### src/hw/rtl/lbrs_pkg.sv
`default_nettype none

package lbrs_pkg;

  localparam int LBRS_MAX_ENTRIES = 64;
  localparam int LBRS_VALUE_BITS  = 31;

  localparam int LBRS_VAL_W   = 31;
  localparam int LBRS_MOVES_W = 12;

  typedef struct packed {
    logic [LBRS_VAL_W-1:0] value;
    logic                  last;
  } lbrs_in_t;

  typedef struct packed {
    logic [LBRS_VAL_W-1:0]   sorted_value;
    logic                    last_out;
    logic [LBRS_MOVES_W-1:0] move_count;
  } lbrs_out_t;

endpackage

`default_nettype wire

### src/hw/rtl/lbrs_bank.sv
`default_nettype none

module lbrs_bank #(
  parameter int DEPTH = 64,
  parameter int WIDTH = 31,
  parameter int AW    = 6
) (
  input  wire logic             clk,
  input  wire logic             we,
  input  wire logic [AW-1:0]    waddr,
  input  wire logic [WIDTH-1:0] wdata,
  input  wire logic [AW-1:0]    raddr,
  output logic      [WIDTH-1:0] rdata
);

  logic [WIDTH-1:0] mem [DEPTH];

  always_ff @(posedge clk) begin
    if (we) begin
      mem[waddr] <= wdata;
    end
  end

  always_ff @(posedge clk) begin
    rdata <= mem[raddr];
  end

endmodule

`default_nettype wire

### src/hw/rtl/lsd_binary_radix_sort.sv
// Channel  Ports                         Handshake
// request  start, busy, in_data          taken when start && !busy
// result   out_strobe, out_data          one cycle per result, cannot stall
//
// Loading takes one cycle per request. A request with last starts the sort:
// L passes, L the bit length of the largest value, each pass two scans over
// the n entries through one read and one write port.
// The two banks swap roles after every pass.
// rst_n is synchronous; the banks hold no reset, only entries below the
// count are read. busy stays high from the sort start until the last result.
`default_nettype none

module lsd_binary_radix_sort
  import lbrs_pkg::*;
#(
  parameter int MAX_ENTRIES = LBRS_MAX_ENTRIES,
  parameter int VALUE_BITS  = LBRS_VALUE_BITS
) (
  input  wire logic      clk,
  input  wire logic      rst_n,
  input  wire logic      start,
  output logic           busy,
  input  wire lbrs_in_t  in_data,
  output logic           out_strobe,
  output lbrs_out_t      out_data
);

  localparam int AW = $clog2(MAX_ENTRIES);
  localparam int CW = $clog2(MAX_ENTRIES + 1);
  localparam int PW = (VALUE_BITS > 1) ? $clog2(VALUE_BITS) : 1;

  localparam logic [1:0] S_IDLE = 2'd0;
  localparam logic [1:0] S_PASS = 2'd1;
  localparam logic [1:0] S_EMIT = 2'd2;

  logic [1:0]            state_r, state_nxt;
  logic [CW-1:0]         count_r, count_nxt;
  logic [VALUE_BITS-1:0] max_r, max_nxt;
  logic [VALUE_BITS-1:0] sh_r, sh_nxt;
  logic [PW-1:0]         pass_r, pass_nxt;
  logic                  phase_r, phase_nxt;
  logic                  src_r, src_nxt;
  logic [CW-1:0]         rd_idx_r, rd_idx_nxt;
  logic                  rd_vld_r, rd_vld_nxt;
  logic                  rd_last_r, rd_last_nxt;
  logic [CW-1:0]         wr_idx_r, wr_idx_nxt;
  logic [CW-1:0]         nz_r, nz_nxt;
  logic [LBRS_MOVES_W-1:0] tally_r, tally_nxt;
  logic                  out_strobe_r, out_strobe_nxt;
  lbrs_out_t             out_r, out_nxt;

  logic                  accept;
  logic [VALUE_BITS-1:0] in_val;
  logic                  w_en;
  logic                  w_bank;
  logic [AW-1:0]         w_addr;
  logic [VALUE_BITS-1:0] w_data;
  logic [VALUE_BITS-1:0] rdata0, rdata1, rd;
  logic                  bit_v;

  assign accept = start && !busy;
  assign in_val = in_data.value[VALUE_BITS-1:0];
  assign rd     = src_r ? rdata1 : rdata0;
  assign bit_v  = rd[pass_r];

  lbrs_bank #(.DEPTH(MAX_ENTRIES), .WIDTH(VALUE_BITS), .AW(AW)) u_bank0 (
    .clk   (clk),
    .we    (w_en && !w_bank),
    .waddr (w_addr),
    .wdata (w_data),
    .raddr (rd_idx_r[AW-1:0]),
    .rdata (rdata0)
  );

  lbrs_bank #(.DEPTH(MAX_ENTRIES), .WIDTH(VALUE_BITS), .AW(AW)) u_bank1 (
    .clk   (clk),
    .we    (w_en && w_bank),
    .waddr (w_addr),
    .wdata (w_data),
    .raddr (rd_idx_r[AW-1:0]),
    .rdata (rdata1)
  );

  always_comb begin
    state_nxt      = state_r;
    count_nxt      = count_r;
    max_nxt        = max_r;
    sh_nxt         = sh_r;
    pass_nxt       = pass_r;
    phase_nxt      = phase_r;
    src_nxt        = src_r;
    rd_idx_nxt     = rd_idx_r;
    rd_vld_nxt     = 1'b0;
    rd_last_nxt    = 1'b0;
    wr_idx_nxt     = wr_idx_r;
    nz_nxt         = nz_r;
    tally_nxt      = tally_r;
    out_strobe_nxt = 1'b0;
    out_nxt        = out_r;
    w_en           = 1'b0;
    w_bank         = src_r;
    w_addr         = count_r[AW-1:0];
    w_data         = in_val;

    case (state_r)
      S_IDLE: begin
        if (accept) begin
          if (count_r < CW'(MAX_ENTRIES)) begin
            w_en      = 1'b1;
            count_nxt = count_r + 1'b1;
            if (in_val > max_r) begin
              max_nxt = in_val;
            end
          end
          if (in_data.last) begin
            sh_nxt     = max_nxt;
            pass_nxt   = '0;
            phase_nxt  = 1'b0;
            rd_idx_nxt = '0;
            wr_idx_nxt = '0;
            nz_nxt     = '0;
            tally_nxt  = '0;
            state_nxt  = (max_nxt == '0) ? S_EMIT : S_PASS;
          end
        end
      end

      S_PASS: begin
        if (rd_idx_r < count_r) begin
          rd_idx_nxt = rd_idx_r + 1'b1;
          rd_vld_nxt = 1'b1;
        end
        if (rd_vld_r) begin
          w_bank = !src_r;
          w_addr = wr_idx_r[AW-1:0];
          w_data = rd;
          if (bit_v == phase_r) begin
            w_en       = 1'b1;
            wr_idx_nxt = wr_idx_r + 1'b1;
          end
          if (!phase_r && !bit_v) begin
            nz_nxt = nz_r + 1'b1;
          end
        end
        if (rd_idx_r == count_r && !rd_vld_r) begin
          rd_idx_nxt = '0;
          rd_vld_nxt = 1'b0;
          if (!phase_r) begin
            phase_nxt = 1'b1;
          end else begin
            phase_nxt  = 1'b0;
            tally_nxt  = tally_r + LBRS_MOVES_W'(count_r) + LBRS_MOVES_W'(nz_r);
            src_nxt    = !src_r;
            pass_nxt   = pass_r + 1'b1;
            sh_nxt     = sh_r >> 1;
            wr_idx_nxt = '0;
            nz_nxt     = '0;
            if ((sh_r >> 1) == '0) begin
              state_nxt = S_EMIT;
            end
          end
        end
      end

      S_EMIT: begin
        if (rd_idx_r < count_r) begin
          rd_idx_nxt  = rd_idx_r + 1'b1;
          rd_vld_nxt  = 1'b1;
          rd_last_nxt = (CW'(rd_idx_r + 1'b1) == count_r);
        end
        if (rd_vld_r) begin
          out_strobe_nxt       = 1'b1;
          out_nxt.sorted_value = LBRS_VAL_W'(rd);
          out_nxt.last_out     = rd_last_r;
          out_nxt.move_count   = tally_r;
          if (rd_last_r) begin
            count_nxt  = '0;
            max_nxt    = '0;
            tally_nxt  = '0;
            rd_idx_nxt = '0;
            rd_vld_nxt = 1'b0;
            state_nxt  = S_IDLE;
          end
        end
      end

      default: begin
        state_nxt = S_IDLE;
      end
    endcase
  end

  always_ff @(posedge clk) begin
    if (!rst_n) begin
      state_r      <= S_IDLE;
      count_r      <= '0;
      max_r        <= '0;
      sh_r         <= '0;
      pass_r       <= '0;
      phase_r      <= 1'b0;
      src_r        <= 1'b0;
      rd_idx_r     <= '0;
      rd_vld_r     <= 1'b0;
      rd_last_r    <= 1'b0;
      wr_idx_r     <= '0;
      nz_r         <= '0;
      tally_r      <= '0;
      out_strobe_r <= 1'b0;
    end else begin
      state_r      <= state_nxt;
      count_r      <= count_nxt;
      max_r        <= max_nxt;
      sh_r         <= sh_nxt;
      pass_r       <= pass_nxt;
      phase_r      <= phase_nxt;
      src_r        <= src_nxt;
      rd_idx_r     <= rd_idx_nxt;
      rd_vld_r     <= rd_vld_nxt;
      rd_last_r    <= rd_last_nxt;
      wr_idx_r     <= wr_idx_nxt;
      nz_r         <= nz_nxt;
      tally_r      <= tally_nxt;
      out_strobe_r <= out_strobe_nxt;
    end
  end

  always_ff @(posedge clk) begin
    out_r <= out_nxt;
  end

  assign busy       = (state_r != S_IDLE);
  assign out_strobe = out_strobe_r;
  assign out_data   = out_r;

`ifndef SYNTHESIS
  a_strobe_from_emit: assert property (@(posedge clk) disable iff (!rst_n)
    out_strobe_r |-> $past(state_r) == S_EMIT)
    else $error("result strobe outside emission");

  a_last_ends_set: assert property (@(posedge clk) disable iff (!rst_n)
    out_strobe_r && out_r.last_out |-> state_r == S_IDLE)
    else $error("sequencer not idle after final result");

  a_wr_within_count: assert property (@(posedge clk) disable iff (!rst_n)
    state_r == S_PASS |-> wr_idx_r <= count_r && nz_r <= count_r)
    else $error("partition write index past entry count");

  a_count_bound: assert property (@(posedge clk) disable iff (!rst_n)
    count_r <= CW'(MAX_ENTRIES))
    else $error("entry count past store depth");
`endif

endmodule

`default_nettype wire
### config.mk
export PLATFORM = sky130hd
export DESIGN_NAME = lsd_binary_radix_sort
export DESIGN_NICKNAME = d
export VERILOG_FILES = /design/src/hw/rtl/lbrs_pkg.sv /design/src/hw/rtl/lbrs_bank.sv /design/src/hw/rtl/lsd_binary_radix_sort.sv
export SDC_FILE = /design/constraint.sdc
export NUM_CORES = 2
export LEC_CHECK = 0
export BUFFER_PORTS_ARGS = -buffer_cell sky130_fd_sc_hd__clkbuf_2
export CAP_MARGIN = 10
export CORE_MARGIN = 10
export CORE_UTILIZATION = 58
export CTS_BUF_LIST = sky130_fd_sc_hd__clkbuf_8
export CTS_CLUSTER_SIZE = 40
export DETAILED_ROUTE_END_ITERATION = 6
export HOLD_SLACK_MARGIN = 0.06
export PLACE_DENSITY = 0.81
export SKIP_LAST_GASP = 1
export SYNTH_ARGS = -nofsm -noshare
export SYNTH_HDL_FRONTEND = slang
export SYNTH_HIERARCHICAL = 1
export SYNTH_SLANG_ARGS = --single-unit
### constraint.sdc
create_clock -name clk -period 19.2 [get_ports clk]
set_clock_uncertainty 0.1 [all_clocks]
set_input_delay 1.92 -clock clk [delete_from_list [all_inputs] [get_ports clk]]
set_output_delay 1.92 -clock clk [all_outputs]
set_load 0.05 [all_outputs]
==> summary.txt <==
CP endpoint kind -> register
Synth Area in Compound Gates -> 4.22%
Detail Route Antenna Nets -> 0
Remaining DRCs -> 3
Pwr Density -> 98.8 nW/um^2
Post-synth ARST share -> 0%
First-pass DRT Iterations -> 7
Failing checks -> design-rule violations
Post-synthesis adder-cell area fraction -> 0.522%
Final Slew Violations -> 0
Final hold vios -> 0
Shortest period the worst path allows -> 6290 ps
RSZ-0062 raised after global routing -> no
Buffers on Ports -> 80
Worst path max stage delay -> 1260 ps
Required time of the critical path -> 19,860 ps
Final core occ -> 64.3%
DP HPWL -> 252 mm
CP Launch Type -> register
Via count -> 86,200
Total wire length -> 424 mm
Crit-path slowest cell -> nor2_4
Post-synth top cells -> edfxtp_1, mux4_2, mux2i_1
Most common cell in the synthesized netlist -> edfxtp_1
Initial antenna violation count -> 49
Mux share of post-synthesis cell area -> 15.3%
Synth Register Bits -> 4,186
Syn. warnings -> 6
Vias in the first global route -> 84,800
Via density per instance -> 6.87
Max-cap check violation count -> 0
Routed wire per std cell -> 33.8 um
Die H -> 549 um
Slew HR -> 3.49%
CTS tree -> yes
Synth top area share -> 74.2%
Largest net degree at the start of global routing -> 142
Filler cell count -> 17,200
Cts hold-fix bufs -> 0
Fmax -> 159 MHz
Worst hold slack -> 384 ps
Ys flop type -> edfxtp_1
Status -> complete, but fails checks
Initial Util -> 58.2%
Leakage -> 0.0546 uW
Synth Area in XOR/XNOR -> 0.156%
Crit Path Category -> register to register
Setup Buffers After CTS -> 0
Boundary Pins -> 81
CTS sink cnt -> 4,186
Tcrit/Tclk final -> 32.8%
Total GRT Usage -> 27.6%
Share of cells above drive strength 1 -> 23.2%
Seq/Total Area, Yosys -> 76.3%
Syn Inst Count -> 7,923
GRT overflow -> 0
Post_cts resized -> 0
Routability Congestion -> 0.985
Clock Latency Late Sink -> 1220 ps
Post-Synth Simple-Gate Area -> 1.94%
Num CTS Buffers -> 628
Core area -> 279,000 sq um
Avg Synthesized Cell Area -> 20.5 sq um
Setup TNS -> 0 ps
CP Max Fanout -> 34
Final setup violation count -> 0
Mapped Area -> 162,000 sq um
Synthesized Nets -> 8,021
Initial DRC count -> 14,100
Layout area overhead -> 10.4%
Cell taking the most area after synthesis -> edfxtp_1
First-pass GRT wire length -> 607 mm
Die W -> 549 um
Clock Path Buffers -> 4
Area contributors post-synth -> edfxtp_1, mux4_2, mux2i_1
CP arrival -> 6950 ps
Largest family of logic cells by synthesized area -> multiplexers
Slew @ Worst Pin -> 1430 ps
Post-synth cell types -> 70
H-tree levels -> 6
Worst path cell trace -> mux2_2 > mux4_2 > mux4_2 > mux2i_1 > ha_1 > a21oi_1 > mux2_2 > nor2b_1 > nand2_1 > nor2_4
Worst VDD drop -> 0.0000727 V
Hold Crit Class -> register to register
Die area -> 302,000 sq um
CTS root buf -> clkbuf_8
Clock transition at path regs -> 60 ps
Row count -> 194
Final Net Count -> 8,432
Number of synthesized flops with an enable pin -> 4,012
## registers in the layout, summed over array words and instances, names as in the netlist, 2 cells and up
register	flops
state_r	2
u_bank1/rdata	31
u_bank1/mem	1984
max_r	31
u_bank0/rdata	31
tally_r	12
u_bank0/mem	1984
rd_idx_r	7
out_data	44
count_r	7
wr_idx_r	6
pass_r	5
sh_r	30
nz_r	7
## worst paths after layout
| check | startpoint | end | slack, ps | cells after the start |
|---|---|---|---|---|
| worst max register to register | src_r | u_bank1/mem[58][25] | 12910 | 10 |
| worst min register to register | tally_r[7] | out_data[7] | 380 | 0 |
| worst min-delay path | tally_r[7] | out_data[7] | 380 | 0 |
| worst max-delay path | src_r | u_bank1/mem[58][25] | 12910 | 10 |
## critical path: cells and delay by family, from the launching register on
family / cells / cell delay, ps
and+or+nand+nor: 3 / 2370
DFF: 1 / 960
AOI/OAI and AO/OA: 1 / 240
adders and majority gates: 1 / 270
muxes: 5 / 1890
## through the flow
stage	cell area [sq um]	setup slack (ps)	cells	power (uW)
2_1_floorplan	162000	10950	7923	10800
3_3_place_gp	168000	13280	11400	11100
3_5_place_dp	168000	13190	11400	11200
4_1_cts	179000	13170	12500	17800
5_1_grt	179000	12910	12500	18200
6_report	179000	12910	12500	17700
## report_power, final
| part | internal, uW | leakage, uW | switching [uW] | total [uW] |
|---|---|---|---|---|
| Clock | 3240 | 0.00660 | 3460 | 6700 |
| Combinational | 230 | 0.0105 | 617 | 846 |
| Sequential | 10100 | 0.0375 | 88.0 | 10200 |
## logic make-up after synthesis
family / Yosys count
adder cells (fa/ha/maj): 63
multiplexers: 1473
buffers and inverters: 531
AND/OR/NAND/NOR: 628
XOR/XNOR: 29
flip-flops: 4186
AO/OA/AOI/OAI: 1013
## metal layers
metal  vias up  wire (um)  track usage, %
li1      34100          -               -
met4        18      26900            14.7
met3      1198      59800            8.74
met1     44100     141000            35.9
met5         -        135               0
met2      6805     197000            42.0
## layout make-up
class / count / area (sq um) / share of cell area [%]
inverter: 64 / 240 / 0.134
sequential: 4186 / 124000 / 69.1
tap: 3724 / 4660 / 2.60
antenna: 19 / 47.5 / 0.0265
timing repair buffer: 248 / 1740 / 0.968
clock inverter: 455 / 2610 / 1.45
multi-input combinational: 3206 / 37300 / 20.8
clock buffer: 639 / 8790 / 4.90
## placed cells by master, fill, tap and decap left out, drive strengths merged, types with 57 or more instances in the layout
master	n
and3	58
nor2	192
a21oi	73
inv	326
a211o	58
dfxtp	174
clkbuf	721
o21ai	151
mux2i	619
nand2	81
buf	166
a31oi	112
o22ai	171
a22oi	214
mux4	809
nor3	96
edfxtp	4012
o31ai	57
clkinv	183
Power figures use the tool's default switching activity.
